File: src/hw/rtl/mbt_pkg.sv
`default_nettype none

package mbt_pkg;

  localparam int PENDING_DEPTH = 16;
  localparam int SLOT_W = (PENDING_DEPTH > 1) ? $clog2(PENDING_DEPTH) : 1;

  // request kinds
  localparam logic [2:0] RQ_FC2  = 3'd0;
  localparam logic [2:0] RQ_FC3  = 3'd1;
  localparam logic [2:0] RQ_FC4  = 3'd2;
  localparam logic [2:0] RQ_FC5  = 3'd3;
  localparam logic [2:0] RQ_FC6  = 3'd4;
  localparam logic [2:0] RQ_FC15 = 3'd5;
  localparam logic [2:0] RQ_FC16 = 3'd6;
  localparam logic [2:0] RQ_BAD  = 3'd7;

  // Modbus function codes
  localparam logic [7:0] FC_READ_DISCRETE = 8'h02;
  localparam logic [7:0] FC_READ_HOLDING  = 8'h03;
  localparam logic [7:0] FC_READ_INPUT    = 8'h04;
  localparam logic [7:0] FC_WRITE_COIL    = 8'h05;
  localparam logic [7:0] FC_WRITE_REG     = 8'h06;
  localparam logic [7:0] FC_WRITE_COILS   = 8'h0F;
  localparam logic [7:0] FC_WRITE_REGS    = 8'h10;
  localparam logic [7:0] FC_NONE          = 8'h00;

  localparam logic [15:0] COIL_ON  = 16'hFF00;
  localparam logic [15:0] COIL_OFF = 16'h0000;

  // MBAP header and PDU byte positions
  localparam logic [15:0] POS_TID_HI = 16'd0;
  localparam logic [15:0] POS_TID_LO = 16'd1;
  localparam logic [15:0] POS_LEN_HI = 16'd4;
  localparam logic [15:0] POS_LEN_LO = 16'd5;
  localparam logic [15:0] POS_UNIT   = 16'd6;
  localparam logic [15:0] POS_FUNC   = 16'd7;
  localparam logic [15:0] POS_PDU1   = 16'd8;
  localparam logic [15:0] POS_PDU2   = 16'd9;
  localparam logic [15:0] POS_PDU3   = 16'd10;
  localparam logic [15:0] POS_PDU4   = 16'd11;

  typedef enum logic [2:0] {
    RK_ACCEPTED  = 3'd0,
    RK_WORD      = 3'd1,
    RK_BITS      = 3'd2,
    RK_COMPLETE  = 3'd3,
    RK_UNKNOWN   = 3'd4,
    RK_MISMATCH  = 3'd5,
    RK_FULL      = 3'd6,
    RK_MALFORMED = 3'd7
  } result_kind_t;

  typedef struct packed {
    logic        func;
    logic [7:0]  rx_byte;
    logic [2:0]  req_kind;
    logic [15:0] req_address;
    logic [15:0] req_operand;
  } item_t;

  typedef struct packed {
    result_kind_t kind;
    logic [15:0]  transaction_id;
    logic [15:0]  address;
    logic [15:0]  value;
    logic [3:0]   bit_count;
    logic         success;
    logic         last;
  } result_t;

  typedef struct packed {
    logic step;
    logic load;
  } mbt_cmd_t;

  typedef struct packed {
    logic has_result;
  } mbt_status_t;

  function automatic logic [7:0] code_of_kind(input logic [2:0] k);
    logic [7:0] c;
    unique case (k)
      RQ_FC2:  c = FC_READ_DISCRETE;
      RQ_FC3:  c = FC_READ_HOLDING;
      RQ_FC4:  c = FC_READ_INPUT;
      RQ_FC5:  c = FC_WRITE_COIL;
      RQ_FC6:  c = FC_WRITE_REG;
      RQ_FC15: c = FC_WRITE_COILS;
      RQ_FC16: c = FC_WRITE_REGS;
      default: c = FC_NONE;
    endcase
    return c;
  endfunction

endpackage

`default_nettype wire

File: src/hw/rtl/mbt_ctrl.sv
`default_nettype none

module mbt_ctrl (
  input  wire logic                clk,
  input  wire logic                rst,
  input  wire logic                item_valid,
  output logic                     item_stall,
  output logic                     result_valid,
  input  wire logic                result_stall,
  input  wire mbt_pkg::mbt_status_t stat,
  output mbt_pkg::mbt_cmd_t        cmd
);

  typedef enum logic {
    ST_IDLE,
    ST_HOLD
  } state_t;

  state_t state;

  // one item at a time; a result parks the input side until it is taken
  always_comb begin
    cmd.step = item_valid && !item_stall;
    cmd.load = cmd.step && stat.has_result;
  end

  always_ff @(posedge clk) begin
    if (rst) begin
      state        <= ST_IDLE;
      item_stall   <= 1'b0;
      result_valid <= 1'b0;
    end else begin
      unique case (state)
        ST_IDLE: begin
          if (cmd.load) begin
            state        <= ST_HOLD;
            item_stall   <= 1'b1;
            result_valid <= 1'b1;
          end
        end
        ST_HOLD: begin
          if (!result_stall) begin
            state        <= ST_IDLE;
            item_stall   <= 1'b0;
            result_valid <= 1'b0;
          end
        end
        default: begin
          state        <= ST_IDLE;
          item_stall   <= 1'b0;
          result_valid <= 1'b0;
        end
      endcase
    end
  end

  a_hold_blocks: assert property (@(posedge clk) disable iff (rst)
    result_valid |-> item_stall)
    else $error("input taken while a result is pending");

  a_load_shows: assert property (@(posedge clk) disable iff (rst)
    cmd.load |=> result_valid)
    else $error("result not presented after load");

  a_taken_clears: assert property (@(posedge clk) disable iff (rst)
    result_valid && !result_stall |=> !result_valid)
    else $error("result repeated after hand-off");

endmodule

`default_nettype wire

File: src/hw/rtl/mbt_datapath.sv
`default_nettype none

module mbt_datapath (
  input  wire logic              clk,
  input  wire logic              rst,
  input  wire mbt_pkg::item_t    item,
  input  wire mbt_pkg::mbt_cmd_t cmd,
  output mbt_pkg::mbt_status_t   stat,
  output mbt_pkg::result_t       result
);

  localparam int DEPTH = mbt_pkg::PENDING_DEPTH;
  localparam int SW    = mbt_pkg::SLOT_W;

  // pending table
  logic        slot_valid   [DEPTH];
  logic [15:0] slot_tid     [DEPTH];
  logic [2:0]  slot_kind    [DEPTH];
  logic [15:0] slot_address [DEPTH];
  logic [15:0] slot_operand [DEPTH];

  // frame parser state
  logic [15:0] next_tid, next_tid_next;
  logic [15:0] byte_pos, byte_pos_next;
  logic [15:0] frame_len, frame_len_next;
  logic [15:0] frame_tid, frame_tid_next;
  logic [SW-1:0] match_slot, match_slot_next;
  logic        match_ok, match_ok_next;
  logic [7:0]  data_bytes, data_bytes_next;
  logic [7:0]  held_byte, held_byte_next;
  logic [15:0] items_done, items_done_next;
  logic [15:0] field_one, field_one_next;
  logic [15:0] field_two, field_two_next;

  logic          alloc_en, release_en;
  logic          free_found, hit_found;
  logic [SW-1:0] free_idx, hit_idx;
  logic [2:0]    sel_kind;
  logic [15:0]   sel_addr, sel_op;
  mbt_pkg::result_t res;
  logic          has_res;

  // lowest free slot and lowest slot holding the frame's id
  always_comb begin
    free_found = 1'b0;
    free_idx   = '0;
    hit_found  = 1'b0;
    hit_idx    = '0;
    for (int i = DEPTH - 1; i >= 0; i--) begin
      if (!slot_valid[i]) begin
        free_found = 1'b1;
        free_idx   = SW'(i);
      end
      if (slot_valid[i] && slot_tid[i] == frame_tid) begin
        hit_found = 1'b1;
        hit_idx   = SW'(i);
      end
    end
  end

  assign sel_kind = slot_kind[match_slot];
  assign sel_addr = slot_address[match_slot];
  assign sel_op   = slot_operand[match_slot];

  // next state and result of one item
  always_comb begin
    logic [7:0]  b;
    logic [15:0] pos, len, d, left, f2;
    logic [3:0]  cnt;
    logic [7:0]  mask;
    logic        fin;
    b = item.rx_byte;
    pos = byte_pos;
    len = '0;
    d = pos - 16'd9;
    left = '0;
    f2 = '0;
    cnt = '0;
    mask = '0;
    fin = 1'b0;
    next_tid_next   = next_tid;
    byte_pos_next   = byte_pos;
    frame_len_next  = frame_len;
    frame_tid_next  = frame_tid;
    match_slot_next = match_slot;
    match_ok_next   = match_ok;
    data_bytes_next = data_bytes;
    held_byte_next  = held_byte;
    items_done_next = items_done;
    field_one_next  = field_one;
    field_two_next  = field_two;
    alloc_en   = 1'b0;
    release_en = 1'b0;
    has_res    = 1'b0;
    res        = '0;
    res.last   = 1'b1;

    if (item.func) begin
      // new request
      has_res = 1'b1;
      res.transaction_id = next_tid;
      if (item.req_kind == mbt_pkg::RQ_BAD) begin
        res.kind = mbt_pkg::RK_MALFORMED;
      end else if (!free_found) begin
        res.kind = mbt_pkg::RK_FULL;
      end else begin
        alloc_en      = 1'b1;
        next_tid_next = next_tid + 16'd1;
        res.kind      = mbt_pkg::RK_ACCEPTED;
        res.address   = item.req_address;
        res.value     = item.req_operand;
      end
    end else begin
      res.transaction_id = frame_tid;
      if (pos < mbt_pkg::POS_UNIT) begin
        // MBAP header
        if (pos == mbt_pkg::POS_TID_HI) begin
          frame_tid_next = {b, 8'h00};
          match_ok_next  = 1'b0;
        end else if (pos == mbt_pkg::POS_TID_LO) begin
          frame_tid_next = {frame_tid[15:8], b};
        end else if (pos == mbt_pkg::POS_LEN_HI) begin
          frame_len_next = {b, 8'h00};
        end else if (pos == mbt_pkg::POS_LEN_LO) begin
          len = {frame_len[15:8], b};
          frame_len_next = len;
          if (len < 16'd2) begin
            has_res  = 1'b1;
            res.kind = mbt_pkg::RK_MALFORMED;
          end
          fin = (len == 16'd0);
        end
      end else begin
        frame_len_next = frame_len - 16'd1;
        fin = (frame_len == 16'd1);
        if (pos == mbt_pkg::POS_UNIT) begin
          // id lookup
          if (frame_len >= 16'd2) begin
            match_ok_next = hit_found;
            if (hit_found) begin
              match_slot_next = hit_idx;
            end else begin
              has_res  = 1'b1;
              res.kind = mbt_pkg::RK_UNKNOWN;
            end
          end
        end else if (match_ok) begin
          if (pos == mbt_pkg::POS_FUNC) begin
            if (b != mbt_pkg::code_of_kind(sel_kind)) begin
              has_res       = 1'b1;
              res.kind      = mbt_pkg::RK_MISMATCH;
              res.value     = {8'h00, b};
              release_en    = 1'b1;
              match_ok_next = 1'b0;
            end
          end else if (sel_kind <= mbt_pkg::RQ_FC4) begin
            // read responses
            if (pos == mbt_pkg::POS_PDU1) begin
              data_bytes_next = b;
              items_done_next = '0;
            end else if (d < {8'h00, data_bytes}) begin
              if (sel_kind == mbt_pkg::RQ_FC2) begin
                left = (items_done < sel_op) ? (sel_op - items_done) : 16'd0;
                cnt  = (left < 16'd8) ? left[3:0] : 4'd8;
                mask = 8'hFF >> (4'd8 - cnt);
                if (cnt != 4'd0) begin
                  has_res         = 1'b1;
                  res.kind        = mbt_pkg::RK_BITS;
                  res.address     = sel_addr + items_done;
                  res.value       = {8'h00, b & mask};
                  res.bit_count   = cnt;
                  items_done_next = items_done + {12'h000, cnt};
                end
              end else if (!d[0]) begin
                held_byte_next = b;
              end else begin
                has_res         = 1'b1;
                res.kind        = mbt_pkg::RK_WORD;
                res.address     = sel_addr + items_done;
                res.value       = {held_byte, b};
                items_done_next = items_done + 16'd1;
              end
            end
          end else begin
            // write echo
            if (pos == mbt_pkg::POS_PDU1) begin
              field_one_next = {b, 8'h00};
            end else if (pos == mbt_pkg::POS_PDU2) begin
              field_one_next = {field_one[15:8], b};
            end else if (pos == mbt_pkg::POS_PDU3) begin
              field_two_next = {b, 8'h00};
            end else if (pos == mbt_pkg::POS_PDU4) begin
              f2 = {field_two[15:8], b};
              field_two_next = f2;
              has_res     = 1'b1;
              res.kind    = mbt_pkg::RK_COMPLETE;
              res.address = field_one;
              if (sel_kind == mbt_pkg::RQ_FC5) begin
                res.success = (sel_addr == field_one) &&
                              (sel_op[0] ? (f2 == mbt_pkg::COIL_ON)
                                         : (f2 == mbt_pkg::COIL_OFF));
                res.value   = {15'h0000, f2 == mbt_pkg::COIL_ON};
              end else begin
                res.success = (sel_addr == field_one) && (sel_op == f2);
                res.value   = f2;
              end
            end
          end
        end
        // frame end frees the slot; a short write echo is malformed
        if (fin && match_ok_next) begin
          if (sel_kind > mbt_pkg::RQ_FC4 && pos < mbt_pkg::POS_PDU4) begin
            has_res  = 1'b1;
            res      = '0;
            res.last = 1'b1;
            res.kind = mbt_pkg::RK_MALFORMED;
            res.transaction_id = frame_tid;
          end
          release_en    = 1'b1;
          match_ok_next = 1'b0;
        end
      end
      if (fin) begin
        byte_pos_next = '0;
      end else if (byte_pos != 16'hFFFF) begin
        byte_pos_next = byte_pos + 16'd1;
      end
    end
  end

  assign stat.has_result = has_res;

  // control state
  always_ff @(posedge clk) begin
    if (rst) begin
      next_tid   <= 16'd1;
      byte_pos   <= '0;
      frame_len  <= '0;
      frame_tid  <= '0;
      match_slot <= '0;
      match_ok   <= 1'b0;
      data_bytes <= '0;
      held_byte  <= '0;
      items_done <= '0;
      field_one  <= '0;
      field_two  <= '0;
      for (int i = 0; i < DEPTH; i++) begin
        slot_valid[i] <= 1'b0;
      end
    end else if (cmd.step) begin
      next_tid   <= next_tid_next;
      byte_pos   <= byte_pos_next;
      frame_len  <= frame_len_next;
      frame_tid  <= frame_tid_next;
      match_slot <= match_slot_next;
      match_ok   <= match_ok_next;
      data_bytes <= data_bytes_next;
      held_byte  <= held_byte_next;
      items_done <= items_done_next;
      field_one  <= field_one_next;
      field_two  <= field_two_next;
      if (alloc_en) begin
        slot_valid[free_idx] <= 1'b1;
      end
      if (release_en) begin
        slot_valid[match_slot] <= 1'b0;
      end
    end
  end

  // slot payload, written on allocation
  always_ff @(posedge clk) begin
    if (cmd.step && alloc_en) begin
      slot_tid[free_idx]     <= next_tid;
      slot_kind[free_idx]    <= item.req_kind;
      slot_address[free_idx] <= item.req_address;
      slot_operand[free_idx] <= item.req_operand;
    end
  end

  // output register
  always_ff @(posedge clk) begin
    if (cmd.load) begin
      result <= res;
    end
  end

  a_tid_advance: assert property (@(posedge clk) disable iff (rst)
    cmd.step && alloc_en |=> next_tid == $past(next_tid) + 16'd1)
    else $error("transaction id did not advance on allocation");

  a_slot_freed: assert property (@(posedge clk) disable iff (rst)
    cmd.step && release_en |=> !slot_valid[$past(match_slot)])
    else $error("matched slot still pending after release");

  a_one_table_op: assert property (@(posedge clk) disable iff (rst)
    !(alloc_en && release_en))
    else $error("allocation and release in one item");

endmodule

`default_nettype wire

File: src/hw/rtl/modbus_tcp_response_tracker.sv
// channel   signals                              item
// ------    -----------------------------------  ---------------------------------
// input     item_valid, item_stall, item         request or one received byte
// output    result_valid, result_stall, result   accepted/word/bits/complete/error
//
// An item that gives no result leaves the input free for the next item; one that
// gives a result is taken and the input then stalls until the result is handed
// off.
// The pending-slot search and id match are combinational parallel compares.
// rst (synchronous) frees all slots and restarts framing; next id is 1.
`default_nettype none

module modbus_tcp_response_tracker (
  input  wire logic             clk,
  input  wire logic             rst,
  input  wire logic             item_valid,
  output logic                  item_stall,
  input  wire mbt_pkg::item_t   item,
  output logic                  result_valid,
  input  wire logic             result_stall,
  output mbt_pkg::result_t      result
);

  mbt_pkg::mbt_cmd_t    cmd;
  mbt_pkg::mbt_status_t stat;

  mbt_ctrl u_ctrl (
    .clk          (clk),
    .rst          (rst),
    .item_valid   (item_valid),
    .item_stall   (item_stall),
    .result_valid (result_valid),
    .result_stall (result_stall),
    .stat         (stat),
    .cmd          (cmd)
  );

  mbt_datapath u_datapath (
    .clk    (clk),
    .rst    (rst),
    .item   (item),
    .cmd    (cmd),
    .stat   (stat),
    .result (result)
  );

endmodule

`default_nettype wire

File: config.mk
export PLATFORM = sky130hd
export DESIGN_NAME = modbus_tcp_response_tracker
export DESIGN_NICKNAME = d
export VERILOG_FILES = /design/src/hw/rtl/mbt_pkg.sv /design/src/hw/rtl/mbt_ctrl.sv /design/src/hw/rtl/mbt_datapath.sv /design/src/hw/rtl/modbus_tcp_response_tracker.sv
export SDC_FILE = /design/constraint.sdc
export NUM_CORES = 2
export LEC_CHECK = 0
export BUFFER_PORTS_ARGS = -buffer_cell sky130_fd_sc_hd__buf_2
export CORE_ASPECT_RATIO = 0.5
export CORE_UTILIZATION = 24
export CTS_CLUSTER_SIZE = 16
export DETAILED_ROUTE_END_ITERATION = 8
export PLACE_DENSITY = 0.38
export SLEW_MARGIN = 20
export SYNTH_ARGS = -nofsm -noshare
export SYNTH_HDL_FRONTEND = slang
export SYNTH_SLANG_ARGS = --single-unit
File: constraint.sdc
create_clock -name clk -period 24.5 [get_ports clk]
set_clock_uncertainty 0.05 [all_clocks]
set_input_delay 2.45 -clock clk [delete_from_list [all_inputs] [get_ports clk]]
set_output_delay 2.45 -clock clk [all_outputs]
set_load 0.01 [all_outputs]
==> impl_metrics.py <==
metrics = {
    "status": {
        "status": "finished, final reports clean",
    },
    "grt": {
        "grt_pass1_vias": 27100,
        "grt_pass1_wl_um": 207000,
        "grt-ovfl-total": 0,
        "grt_use_total": 0.154,
        "grt_start_max_net_pins": 70,
        "antenna_found_initial": 10,
    },
    "placed_design": {
        "hpwl_um": 88900,
        "portBuffers": 105,
        "pre_cts_ws_ns": 15.66,
        "gp_congestion": 0.840,
    },
    "logic_synthesis": {
        "ys_ff_latch": 1019,
        "syn-num-nets": 3089,
        "yosysTopAreaCell": "edfxtp_1",
        "ys_async_sr_fraction": 0,
        "synth_top_flop_cell": "edfxtp_1",
        "yosysUniqueCellTypes": 92,
        "synth_enable_flop_cells": 888,
        "syn_avg_cell_area_um2": 14.9,
        "seq_area_frac_synth": 0.657,
        "synth.top_cell.area_share": 0.598,
        "synthTopCellsByArea": "edfxtp_1 60%, mux4_2 8.7%, dfxtp_1 5.9%",
        "netlist_instances": 2985,
        "yosys_warnings": 0,
        "syn_area_um2": 44600,
    },
    "flow_run": {
        "cap_violations": 0,
    },
    "cts": {
        "cts.sinks": 1019,
        "path_clk_slew_ns": 0.06,
        "insertion_delay_ns": 0.74,
        "cts_buffer_depth": 3,
        "cts_setup_buffers": 0,
        "htreeDepth": 3,
        "cts_resized": 0,
        "cts_tree": "built",
        "cts_hold_buf": 0,
        "cts_buffers": 105,
        "cts_root_buffer": "clkbuf_16",
    },
    "hold_path": {
        "hp-start": "u_datapath.data_bytes[2]",
        "min-delay-path-class": "reg -> reg",
    },
    "sta": {
        "max_freq_mhz": 115,
        "setup_slack_ns": 15.83,
        "hold_violations": 0,
        "layout_min_cycle_time_ns": 8.67,
        "tightest_slew_ns": 1.08,
        "tns_ns": 0,
        "setup_violations": 0,
        "period_share": 0.354,
        "rsz0062_at_grt": "false",
        "finalMaxSlewViolations": 0,
        "relSlewSlack": 0.281,
    },
    "cells_and_area": {
        "final_common_cell": "edfxtp_1",
        "areaGrowthSynthToFinish_pct": 15.5,
        "fin_nets": 3218,
        "drive_gt1_frac": 0.177,
        "final_cell_mix": "888 x edfxtp_1, 202 x xnor2_1, 184 x nand2_1, 173 x mux4_2, 154 x nor2_1",
        "final_util": 0.280,
    },
    "die": {
        "floorplan.initialDensity": 0.243,
        "die_y_um": 307,
        "rows": 111,
        "pin_count": 107,
        "fp.dieArea_um2": 187000,
        "die_w_um": 611,
        "core_area_um2": 184000,
    },
    "power": {
        "ir_worst_vdd_mv": 0.0540,
        "power.leakage_nw": 16.3,
        "powerDensity_nw_per_um2": 70.0,
        "total_power_w": 0.00361,
    },
    "critical_path": {
        "cp-end-kind": "flip-flop",
        "worstPathRequired_ns": 25.05,
        "critical_path_class": "reg -> reg",
        "cp_max_fo": 39,
        "start_kind": "flip-flop",
        "cp.arrival_ns": 9.22,
    },
    "routing": {
        "drc_errors": 0,
        "drtIter0Drc": 2131,
        "wirelength_um": 145000,
        "drtPass1Iterations": 7,
        "drtAntennaViolNets": 0,
        "via_per_inst": 4.67,
        "detail_route.wl_per_cell_um": 25.5,
        "vias": 26600,
    },
}
[path summary, 6_finish.rpt]
path | to | slack [ns] | cells past startpoint
setup reg to reg | u_datapath.items_done[15] | 15.83 | 22
hold / removal | u_datapath.data_bytes[2] | 0.41 | 2
hold reg to reg | u_datapath.data_bytes[2] | 0.41 | 2
setup / recovery | u_datapath.items_done[15] | 15.83 | 22
[state kept, by name (all words and copies together), names as in the netlist, 16 cells and up, named ones only]
| name | flops |
|---|---|
| u_datapath.byte_pos | 16 |
| u_datapath.field_one | 16 |
| u_datapath.frame_len | 16 |
| u_datapath.frame_tid | 16 |
| u_datapath.items_done | 16 |
| u_datapath.next_tid | 16 |
| u_datapath.result | 56 |
| u_datapath.slot_address | 256 |
| u_datapath.slot_kind | 48 |
| u_datapath.slot_operand | 256 |
| u_datapath.slot_tid | 256 |
| u_datapath.slot_valid | 16 |
[routing by layer]
layer / part of all wire / GRT usage
met2: 0.48 / 0.259
met4: 0.020 / 0.0333
met1: 0.46 / 0.209
met3: 0.035 / 0.0217
met5: 0.00015 / 0
[through the flow]
stage / instance area, um2 / hold slack (ns) / instances
after floorplan: 44600 / 0.379 / 2985
after global placement: 48200 / 0.390 / 5493
after detailed placement: 48200 / 0.401 / 5493
after CTS: 51500 / 0.409 / 5689
after global routing: 51500 / 0.430 / 5689
final: 51500 / 0.406 / 5691
[cells by family after synthesis]
kind of cell             after synthesis  share of synthesized area
AO/OA/AOI/OAI                        390                     0.0582
other                                  1                  0.0000842
flip-flops                          1019                      0.657
multiplexers                         219                     0.0987
buffers and inverters                206                     0.0187
XOR/XNOR                             341                     0.0673
adder cells (fa/ha/maj)               56                     0.0162
AND/OR/NAND/NOR                      753                     0.0834
[Yosys cell counts, drive strengths merged, types with 73 or more instances]
| master | number |
|---|---|
| edfxtp | 888 |
| xnor2 | 202 |
| nand2 | 184 |
| mux4 | 173 |
| nor2 | 172 |
| xor2 | 138 |
| dfxtp | 131 |
| a21oi | 122 |
| clkbuf | 91 |
| nand3 | 91 |
| nand4 | 74 |
| o21ai | 73 |
[area by class of cell]
class | instances | area [um2]
fillers | 18500 | 132000
repair buffers | 170 | 1020
diodes | 2 | 5.00
inverters | 58 | 218
clock buffers | 151 | 2860
clock inverters | 45 | 377
multi-input cells | 1760 | 14600
flip-flops and latches | 1019 | 29300
well taps | 2486 | 3110
[critical path, cell delays in order (launching register included)]
cell and delay (ns):
dfxtp_4 0.74, buf_4 0.75, buf_4 0.81, mux4_2 0.59, mux4_2 0.51, ha_1 0.40
a21oi_2 0.22, o2bb2ai_1 0.11, a2111oi_0 0.47, o2111ai_1 0.18, a2111oi_0 0.54, o2111ai_1 0.41
or3_1 0.52, nand2b_1 0.23, nor2_1 0.21, ha_1 0.27, a21o_1 0.16, a21oi_1 0.22
inv_1 0.07, a21oi_1 0.55, or4_1 0.21, nor2_1 0.05, mux2i_1 0.12
[power by group]
group          internal [W]  switching (W)  leakage [nW]
clock              0.000856       0.000698          1.58
sequential          0.00189      0.0000125          9.28
combinational     0.0000427       0.000102          5.44
No activity file was read; power rests on OpenSTA's default activity.
